==> src/rtl/core/plf_pkg.sv <==
// Shared types and constants for the Playfair digraph cipher unit.
// No dependencies; imported by every module under rtl/core.
`timescale 1ns / 1ps

package plf_pkg;

  // Key square geometry
  localparam int unsigned SquareDim   = 5;
  localparam int unsigned LetterW     = 5;
  localparam int unsigned IdxW        = 3;
  localparam int unsigned AsciiW      = 7;
  localparam int unsigned RowW        = SquareDim * LetterW;

  // Letter indices (A = 0)
  localparam logic [LetterW-1:0] LetterI = 5'd8;
  localparam logic [LetterW-1:0] LetterJ = 5'd9;
  localparam logic [LetterW-1:0] LetterX = 5'd23;

  // ASCII ranges
  localparam logic [7:0] AsciiUpperA = 8'd65;
  localparam logic [7:0] AsciiUpperZ = 8'd90;
  localparam logic [7:0] AsciiLowerA = 8'd97;
  localparam logic [7:0] AsciiLowerZ = 8'd122;

  // Register file
  localparam int unsigned AddrW = 5;
  localparam int unsigned DataW = 32;

  typedef enum logic [2:0] {
    REG_DECRYPT = 3'd0,
    REG_ROW_A   = 3'd1,
    REG_ROW_B   = 3'd2,
    REG_ROW_C   = 3'd3,
    REG_ROW_D   = 3'd4,
    REG_ROW_E   = 3'd5
  } reg_idx_t;

  // Reset square: A..Z without J, row-major
  localparam logic [RowW-1:0] RowAReset = 25'd4294688;
  localparam logic [RowW-1:0] RowBReset = 25'd10755269;
  localparam logic [RowW-1:0] RowCReset = 25'd16201099;
  localparam logic [RowW-1:0] RowDReset = 25'd21613104;
  localparam logic [RowW-1:0] RowEReset = 25'd27025109;

  // [row][column][letter bits], column 0 in the low bits of each row
  typedef logic [SquareDim-1:0][SquareDim-1:0][LetterW-1:0] square_t;

  typedef struct packed {
    logic    decrypt;
    square_t square;
  } cfg_t;

  // A pair waiting for lookup, or an end marker
  typedef struct packed {
    logic               valid;
    logic [LetterW-1:0] first;
    logic [LetterW-1:0] second;
    logic               pair_valid;
    logic               end_of_text;
  } pair_req_t;

  typedef struct packed {
    logic [IdxW-1:0] row;
    logic [IdxW-1:0] col;
  } loc_t;

endpackage

==> src/rtl/core/plf_cfg_regs.sv <==
// APB-style register file: decrypt mode and the five key square rows.
// Depends on plf_pkg.
`timescale 1ns / 1ps

module plf_cfg_regs
  import plf_pkg::*;
(
  input  logic             clk,
  input  logic             rst,
  input  logic             psel,
  input  logic             penable,
  input  logic             pwrite,
  input  logic [AddrW-1:0] paddr,
  input  logic [DataW-1:0] pwdata,
  output logic [DataW-1:0] prdata,
  output logic             pready,
  output cfg_t             cfg
);

  logic                              decrypt_mode;
  logic [SquareDim-1:0][RowW-1:0]    square_rows;
  logic                              wr_en;
  reg_idx_t                          reg_idx;

  assign pready  = 1'b1;
  assign wr_en   = psel && penable && pwrite;
  assign reg_idx = reg_idx_t'(paddr[AddrW-1:2]);

  // Register writes; addresses past the list are ignored
  always_ff @(posedge clk) begin
    if (rst) begin
      decrypt_mode   <= 1'b0;
      square_rows[0] <= RowAReset;
      square_rows[1] <= RowBReset;
      square_rows[2] <= RowCReset;
      square_rows[3] <= RowDReset;
      square_rows[4] <= RowEReset;
    end else if (wr_en) begin
      case (reg_idx)
        REG_DECRYPT: decrypt_mode   <= pwdata[0];
        REG_ROW_A:   square_rows[0] <= pwdata[RowW-1:0];
        REG_ROW_B:   square_rows[1] <= pwdata[RowW-1:0];
        REG_ROW_C:   square_rows[2] <= pwdata[RowW-1:0];
        REG_ROW_D:   square_rows[3] <= pwdata[RowW-1:0];
        REG_ROW_E:   square_rows[4] <= pwdata[RowW-1:0];
        default: ;
      endcase
    end
  end

  // Read back
  always_comb begin
    prdata = '0;
    case (reg_idx)
      REG_DECRYPT: prdata = {{(DataW-1){1'b0}}, decrypt_mode};
      REG_ROW_A:   prdata = {{(DataW-RowW){1'b0}}, square_rows[0]};
      REG_ROW_B:   prdata = {{(DataW-RowW){1'b0}}, square_rows[1]};
      REG_ROW_C:   prdata = {{(DataW-RowW){1'b0}}, square_rows[2]};
      REG_ROW_D:   prdata = {{(DataW-RowW){1'b0}}, square_rows[3]};
      REG_ROW_E:   prdata = {{(DataW-RowW){1'b0}}, square_rows[4]};
      default:     prdata = '0;
    endcase
  end

  assign cfg = {decrypt_mode, square_t'(square_rows)};

endmodule

==> src/rtl/core/plf_pairer.sv <==
// Front end: letter filter, case folding, J to I, pairing and X padding.
// Holds the odd letter and a one-deep pair register. Depends on plf_pkg.
`timescale 1ns / 1ps

module plf_pairer
  import plf_pkg::*;
(
  input  logic       clk,
  input  logic       rst,
  input  logic       in_valid,
  output logic       in_stall,
  input  logic [7:0] raw_byte,
  input  logic       final_byte,
  input  logic       req_take,
  output pair_req_t  req
);

  logic               held_valid;
  logic [LetterW-1:0] held_letter;
  logic               held_valid_next;
  logic [LetterW-1:0] held_letter_next;
  pair_req_t          req_next;
  logic               is_upper;
  logic               is_lower;
  logic               is_letter;
  logic [7:0]         offset;
  logic [LetterW-1:0] idx;
  logic               accept;

  // The pair register frees up in the same cycle it is drained
  assign in_stall = req.valid && !req_take;
  assign accept   = in_valid && !in_stall;

  // Letter classification
  always_comb begin
    is_upper  = (raw_byte >= AsciiUpperA) && (raw_byte <= AsciiUpperZ);
    is_lower  = (raw_byte >= AsciiLowerA) && (raw_byte <= AsciiLowerZ);
    is_letter = is_upper || is_lower;
    offset    = is_upper ? (raw_byte - AsciiUpperA) : (raw_byte - AsciiLowerA);
    idx       = offset[LetterW-1:0];
    if (idx == LetterJ) begin
      idx = LetterI;
    end
  end

  // Pairing decision for the incoming beat
  always_comb begin
    held_valid_next  = held_valid;
    held_letter_next = held_letter;
    req_next         = '0;
    if (is_letter && held_valid) begin
      req_next.valid       = 1'b1;
      req_next.first       = held_letter;
      req_next.second      = idx;
      req_next.pair_valid  = 1'b1;
      req_next.end_of_text = final_byte;
      held_valid_next      = 1'b0;
      held_letter_next     = '0;
    end else if (is_letter) begin
      if (final_byte) begin
        // lone last letter, padded with X
        req_next.valid       = 1'b1;
        req_next.first       = idx;
        req_next.second      = LetterX;
        req_next.pair_valid  = 1'b1;
        req_next.end_of_text = 1'b1;
        held_letter_next     = '0;
      end else begin
        held_valid_next  = 1'b1;
        held_letter_next = idx;
      end
    end else if (final_byte) begin
      req_next.valid       = 1'b1;
      req_next.end_of_text = 1'b1;
      if (held_valid) begin
        req_next.first      = held_letter;
        req_next.second     = LetterX;
        req_next.pair_valid = 1'b1;
      end
      held_valid_next  = 1'b0;
      held_letter_next = '0;
    end
  end

  // Held letter and pair register; payload bits need no reset
  always_ff @(posedge clk) begin
    if (rst) begin
      held_valid  <= 1'b0;
      held_letter <= '0;
      req.valid   <= 1'b0;
    end else if (accept) begin
      held_valid  <= held_valid_next;
      held_letter <= held_letter_next;
      req.valid   <= req_next.valid;
    end else if (req_take) begin
      req.valid <= 1'b0;
    end
    if (accept && req_next.valid) begin
      req.first       <= req_next.first;
      req.second      <= req_next.second;
      req.pair_valid  <= req_next.pair_valid;
      req.end_of_text <= req_next.end_of_text;
    end
  end

  // A final byte always flushes the held letter
  assert property (@(posedge clk) disable iff (rst)
    (accept && final_byte) |=> !held_valid)
    else $error("held letter survived a final byte");

  // A final byte always yields a result
  assert property (@(posedge clk) disable iff (rst)
    (accept && final_byte) |=> (req.valid && req.end_of_text))
    else $error("final byte produced no end marker");

endmodule

==> src/rtl/core/plf_lookup.sv <==
// Key square lookup: locates both letters by parallel compares and applies
// the row, column or rectangle rule. Purely combinational. Depends on plf_pkg.
`timescale 1ns / 1ps

module plf_lookup
  import plf_pkg::*;
(
  input  cfg_t               cfg,
  input  logic [LetterW-1:0] first,
  input  logic [LetterW-1:0] second,
  output logic [AsciiW-1:0]  first_letter,
  output logic [AsciiW-1:0]  second_letter
);

  // First match in row-major order; a missing letter lands at row 0, column 0
  function automatic loc_t locate(input logic [LetterW-1:0] letter, input square_t sq);
    loc_t loc;
    logic found;
    loc   = '0;
    found = 1'b0;
    for (int r = 0; r < SquareDim; r++) begin
      for (int c = 0; c < SquareDim; c++) begin
        if (!found && (sq[r][c] == letter)) begin
          loc.row = IdxW'(r);
          loc.col = IdxW'(c);
          found   = 1'b1;
        end
      end
    end
    return loc;
  endfunction

  function automatic logic [IdxW-1:0] wrap_add(input logic [IdxW-1:0] v,
                                               input logic [IdxW-1:0] step);
    logic [IdxW:0] s;
    s = {1'b0, v} + {1'b0, step};
    if (s >= (IdxW+1)'(SquareDim)) begin
      s = s - (IdxW+1)'(SquareDim);
    end
    return s[IdxW-1:0];
  endfunction

  loc_t               loc_a;
  loc_t               loc_b;
  logic [IdxW-1:0]    step;
  logic [LetterW-1:0] out_a;
  logic [LetterW-1:0] out_b;

  assign loc_a = locate(first, cfg.square);
  assign loc_b = locate(second, cfg.square);
  // left or up is a shift by four modulo five
  assign step  = cfg.decrypt ? IdxW'(SquareDim - 1) : IdxW'(1);

  // Playfair rules
  always_comb begin
    if ((loc_a.row != loc_b.row) && (loc_a.col != loc_b.col)) begin
      out_a = cfg.square[loc_a.row][loc_b.col];
      out_b = cfg.square[loc_b.row][loc_a.col];
    end else if (loc_a.row == loc_b.row) begin
      out_a = cfg.square[loc_a.row][wrap_add(loc_a.col, step)];
      out_b = cfg.square[loc_b.row][wrap_add(loc_b.col, step)];
    end else begin
      out_a = cfg.square[wrap_add(loc_a.row, step)][loc_a.col];
      out_b = cfg.square[wrap_add(loc_b.row, step)][loc_b.col];
    end
  end

  assign first_letter  = AsciiUpperA[AsciiW-1:0] + {{(AsciiW-LetterW){1'b0}}, out_a};
  assign second_letter = AsciiUpperA[AsciiW-1:0] + {{(AsciiW-LetterW){1'b0}}, out_b};

endmodule

==> src/rtl/core/playfair_digraph_cipher_unit.sv <==
// Top level of the Playfair digraph cipher unit.
// Depends on plf_pkg, plf_cfg_regs, plf_pairer and plf_lookup.
`timescale 1ns / 1ps

// Usage
//   Input channel (in_valid / in_stall, raw_byte, final_byte): one text byte
//   per beat. Non-letters are dropped, letters are paired; final_byte closes
//   the text and pads a lone letter with X.
//   Output channel (out_valid / out_stall): one beat per completed pair, the
//   one closed by a final byte marked end_of_text; a final byte with nothing to
//   pair gives an end marker with pair_valid low and zero letters.
//   Throughput: one byte per cycle while in_stall is low. The pair register
//   after the pairing logic and the result register after the square lookup
//   each hold one beat; a pair passes through them in that order.
//   The lookup is 25 parallel compares per letter and a cell select, all
//   between the pair register and the result register.
//   Stall: while out_stall is high a valid result holds, the pair register fills
//   and then in_stall rises; in_stall is never high while out_stall is low.
//   Reset (rst, synchronous): both pipeline registers empty, no held letter,
//   encrypt mode and the A..Z (no J) square. Write the APB registers only
//   while the unit is idle.

module playfair_digraph_cipher_unit
  import plf_pkg::*;
(
  input  logic              clk,
  input  logic              rst,
  // configuration
  input  logic              psel,
  input  logic              penable,
  input  logic              pwrite,
  input  logic [AddrW-1:0]  paddr,
  input  logic [DataW-1:0]  pwdata,
  output logic [DataW-1:0]  prdata,
  output logic              pready,
  // text in
  input  logic              in_valid,
  output logic              in_stall,
  input  logic [7:0]        raw_byte,
  input  logic              final_byte,
  // pairs out
  output logic              out_valid,
  input  logic              out_stall,
  output logic [AsciiW-1:0] first_letter,
  output logic [AsciiW-1:0] second_letter,
  output logic              pair_valid,
  output logic              end_of_text
);

  cfg_t              cfg;
  pair_req_t         req;
  logic              out_free;
  logic [AsciiW-1:0] lk_first;
  logic [AsciiW-1:0] lk_second;

  plf_cfg_regs u_cfg (
    .clk     (clk),
    .rst     (rst),
    .psel    (psel),
    .penable (penable),
    .pwrite  (pwrite),
    .paddr   (paddr),
    .pwdata  (pwdata),
    .prdata  (prdata),
    .pready  (pready),
    .cfg     (cfg)
  );

  plf_pairer u_pairer (
    .clk        (clk),
    .rst        (rst),
    .in_valid   (in_valid),
    .in_stall   (in_stall),
    .raw_byte   (raw_byte),
    .final_byte (final_byte),
    .req_take   (out_free),
    .req        (req)
  );

  plf_lookup u_lookup (
    .cfg           (cfg),
    .first         (req.first),
    .second        (req.second),
    .first_letter  (lk_first),
    .second_letter (lk_second)
  );

  // Result register; it can load whenever it is empty or being drained
  assign out_free = !out_valid || !out_stall;

  always_ff @(posedge clk) begin
    if (rst) begin
      out_valid <= 1'b0;
    end else if (out_free) begin
      out_valid <= req.valid;
    end
  end

  always_ff @(posedge clk) begin
    if (out_free && req.valid) begin
      first_letter  <= req.pair_valid ? lk_first : '0;
      second_letter <= req.pair_valid ? lk_second : '0;
      pair_valid    <= req.pair_valid;
      end_of_text   <= req.end_of_text;
    end
  end

  // Input never stalls while the output side is draining
  assert property (@(posedge clk) disable iff (rst)
    !out_stall |-> !in_stall)
    else $error("input stalled with a free output");

  // Reset empties the result register
  assert property (@(posedge clk)
    rst |=> !out_valid)
    else $error("result valid after reset");

  // An end marker carries end_of_text and zero letters
  assert property (@(posedge clk) disable iff (rst)
    (out_valid && !pair_valid) |-> (end_of_text && (first_letter == '0) &&
                                    (second_letter == '0)))
    else $error("malformed end marker");

  // Pair letters are always at or above ASCII A
  assert property (@(posedge clk) disable iff (rst)
    (out_valid && pair_valid) |-> ((first_letter >= AsciiUpperA[AsciiW-1:0]) &&
                                   (second_letter >= AsciiUpperA[AsciiW-1:0])))
    else $error("pair letter below ASCII A");

endmodule

==> config.mk <==
export PLATFORM = sky130hd
export DESIGN_NAME = playfair_digraph_cipher_unit
export DESIGN_NICKNAME = d
export VERILOG_FILES = /design/src/rtl/core/plf_pkg.sv /design/src/rtl/core/plf_cfg_regs.sv /design/src/rtl/core/plf_pairer.sv /design/src/rtl/core/plf_lookup.sv /design/src/rtl/core/playfair_digraph_cipher_unit.sv
export SDC_FILE = /design/constraint.sdc
export NUM_CORES = 1
export LEC_CHECK = 0
export ABC_AREA = 1
export BUFFER_PORTS_ARGS = -buffer_cell sky130_fd_sc_hd__buf_2
export CORE_MARGIN = 2
export CORE_UTILIZATION = 40
export DETAILED_ROUTE_END_ITERATION = 12
export SLEW_MARGIN = 20
export SYNTH_ARGS = -nofsm -noshare
export SYNTH_HDL_FRONTEND = slang
export SYNTH_SLANG_ARGS = --single-unit
export TNS_END_PERCENT = 30
==> constraint.sdc <==
create_clock -name clk -period 7.2 [get_ports clk]
set_input_delay 0.72 -clock clk [delete_from_list [all_inputs] [get_ports clk]]
set_output_delay 0.72 -clock clk [all_outputs]
set_load 0.02 [all_outputs]
==> out/metrics.yaml <==
run_status: "complete, no violations"
io_pins: 104
h-tree-depth: 4
gr-usage-all-layers_pct: 48.6
drive_gt1_share_pct: 12.6
rsz0062_at_grt: "no"
yosysWarningCount: 0
first_pass_iters: 7
synth_edf_count: 27
syn_to_final_growth_pct: 10.1
worstSkewPairLatency_ns: 0.51
route.detailed.drc: 0
gp_congestion: 1.06
layout.cells.non_filler: 3520
critical_path_class: "flop to flop"
irDropWorstVdd_v: 0.000137
hold_class: "flop to flop"
core_area_mm2: 0.0432
setup_viol: 0
syn_avg_cell_area_um2: 6.07
combPwrFrac_pct: 52.4
grt.overflow.total: 0
start_kind: "flop"
drv_slew: 0
synth_top_area_cell: "nand2_1"
num-fill-cells: 4694
pwr-share-clk_pct: 24.3
num_rows: 76
synth_top_area_share_pct: 15.5
synth_seq_cells: 161
netlist_area_mm2: 0.0176
cts.sinks: 161
worstHoldStart: "u_pairer.req[0]"
reg2reg_to: "second_letter[4]"
syn_inst: 2894
crit_required_ns: 7.47
fin_worst_skew_ns: 0.0175
nets: 2999
reg2reg_depth: 39
cp_data_arrival_time_ns: 7.09
intPower_mw: 2.05
clk_path_buf_depth: 2
max_slew_margin_pct: 23.0
max_stage_delay_ns: 0.38
grt_pass1_vias: 20400
synth_cell_types: 67
antenna_left: 0
p_switching_mw: 2.12
ctsRootBufferMaster: "clkbuf_16"
initial_core_util_pct: 40.7
grt_start_max_net_pins: 104
dpl.cell_count: 3480
swShare_pct: 50.8
hpwl_um: 82300
reg2reg_from: "u_pairer.req[5]"
synth-seq-area-share_pct: 19.9
seqPwrFrac_pct: 23.3
hold_buffers: 0
cts_tree: "built"
dr.first_iter.drc_count: 3349
fmax_ghz: 0.147
p_leak_nw: 8.63
wire_per_inst_um: 31.4
hold_viol_final: 0
die_h_um: 214
cts-buffers-inserted: 17
synthFlopType: "dfxtp_1"
port_buffers: 86
die_w_um: 214
r2r_slack_ns: 0.38
finalWirelength_um: 111000
viasPerCell: 6.39
path_common_cell: "nand2_1"
worst_pin_slew_ns: 1.15
regArea_mm2: 0.00349
hold_depth: 0
grt_pass1_wl_um: 153000
finalCritPeriodShare_pct: 94.8
multiInputGateArea_mm2: 0.0120
antenna_found_initial: 10
fin_tns_setup_ns: 0
setup.worst_path.end_class: "flop"
fin_crit_ns: 6.82
path_max_fanout: 14
final_common_cell: "nand2_1"
async_reset_ff_share_pct: 0
crit_slowest_cell: "edfxtp_1"
vias: 22500
mostFrequentLayoutCells: "nand2_1 (724), nand3_1 (278), inv_1 (234)"
drv_cap: 0
synthTopCellsByArea: "nand2_1 (15%), dfxtp_1 (15%), nand3_1 (8.0%), a21oi_1 (6.2%), o21ai_0 (5.4%)"
die_area_mm2: 0.0456
clk_pin_slew_ns: 0.08
cellPowerDensity_mw_per_mm2: 215
holdPathEnd: "end_of_text"
## state kept, by name (all words and copies together), names as in the netlist
name / flops
u_pairer.held_valid: 1
second_letter: 6
end_of_text: 1
pair_valid: 1
u_pairer.held_letter: 5
u_cfg.cfg: 125
u_pairer.req: 13
u_cfg.decrypt_mode: 1
out_valid: 1
first_letter: 7
## timing repair
item | 4_1_cts | 5_1_grt
setup endpoints to repair | 0 | 10
buffers inserted | 0 | 5
endpoints found under the hold margin | 0 | 0
gates resized for setup | 0 | 11
## power by group through the flow
stage / combinational (mW) / sequential, mW / clock (mW)
final: 2.18 / 0.970 / 1.01
after global routing: 2.30 / 0.971 / 1.04
after CTS: 2.03 / 0.971 / 1.02
after detailed placement: 2.03 / 0.992 / 0
after global placement: 2.01 / 0.992 / 0
after floorplan: 1.31 / 0.981 / 0
## cell usage after synthesis, types with 5 or more instances
master	count
xor2_1	84
edfxtp_1	27
nor4_1	10
clkbuf_1	74
o21ai_1	28
nand3_1	280
nor2_2	8
nor2_4	8
o22ai_1	44
nand4_2	7
o31ai_1	11
a21oi_2	5
nand3_2	10
inv_2	30
buf_4	40
a221oi_1	6
inv_1	237
o21ai_0	189
dfxtp_1	134
nor2_1	224
a21oi_1	218
nand2_4	13
o211ai_1	104
nor3_1	45
o2111ai_1	5
nand2_1	724
and3_1	13
nand4_1	24
buf_2	68
nand2_2	23
xnor2_1	72
o221ai_1	24
buf_6	14
ha_1	26
a31oi_1	8
## logic make-up (layout without fill, tap and decap cells)
group,count (synthesis),in the layout,synth area share (%)
and+or+nand+nor,1402,1402,35.6
AOI/OAI and AO/OA,669,669,22.5
buffers and inverters,477,510,12.2
DFF,161,161,19.9
xor gates and xnor gates,157,157,7.87
adders and majority gates,26,26,1.85
other,2,10,0.0427
## critical path, delay by kind of cell, from the launching register on
family          cells  cell delay [ns]
buf+inv             8             1.54
compound gates      4             0.65
simple gates       23             3.05
flops               1             0.38
fa+ha+maj           4             0.93
## stage by stage
stage | setup WS, ns | area (um2) | util (%) | hold WS [ns] | total power [mW]
floorplan | 1.81 | 17600 | - | 0.400 | 2.29
global placement | 0.435 | 18600 | 43.0 | 0.442 | 3.00
detailed placement | 0.345 | 18600 | 43.0 | 0.437 | 3.02
CTS | 0.327 | 19200 | 44.5 | 0.463 | 4.02
global route | 0.00108 | 19300 | 44.8 | 0.469 | 4.31
finish | 0.377 | 19300 | 44.8 | 0.448 | 4.16
## per-layer routing
layer	up-vias	part of all wire (%)	GRT usage, %
met3	462	13	15.0
met2	1684	40	71.3
met5	-	0.083	0
li1	9775	-	-
met4	14	9.0	36.4
met1	10500	37	59.7
## worst max path at each step
stage / start / end / slack, ns / cells past startpoint
floorplan: u_pairer.req[8] / first_letter[4] / 1.81 / 50
global placement: u_pairer.req[7] / first_letter[4] / 0.43 / 41
detailed placement: u_pairer.req[7] / first_letter[4] / 0.35 / 37
CTS: u_pairer.req[7] / first_letter[4] / 0.33 / 37
global route: u_pairer.req[3] / second_letter[4] / 0.001 / 39
finish: u_pairer.req[5] / second_letter[4] / 0.38 / 39
## layout make-up
type                       instances  share of cell area [%]
sequential                       161                    18.1
antenna                            2                  0.0259
timing repair buffer             201                    7.30
tap                              585                    3.78
inverter                         277                    5.47
clock buffer                      18                    2.22
multi-input combinational       2262                    62.2
clock inverter                    14                   0.957
Note: power is estimated with default switching activity, not from simulation.
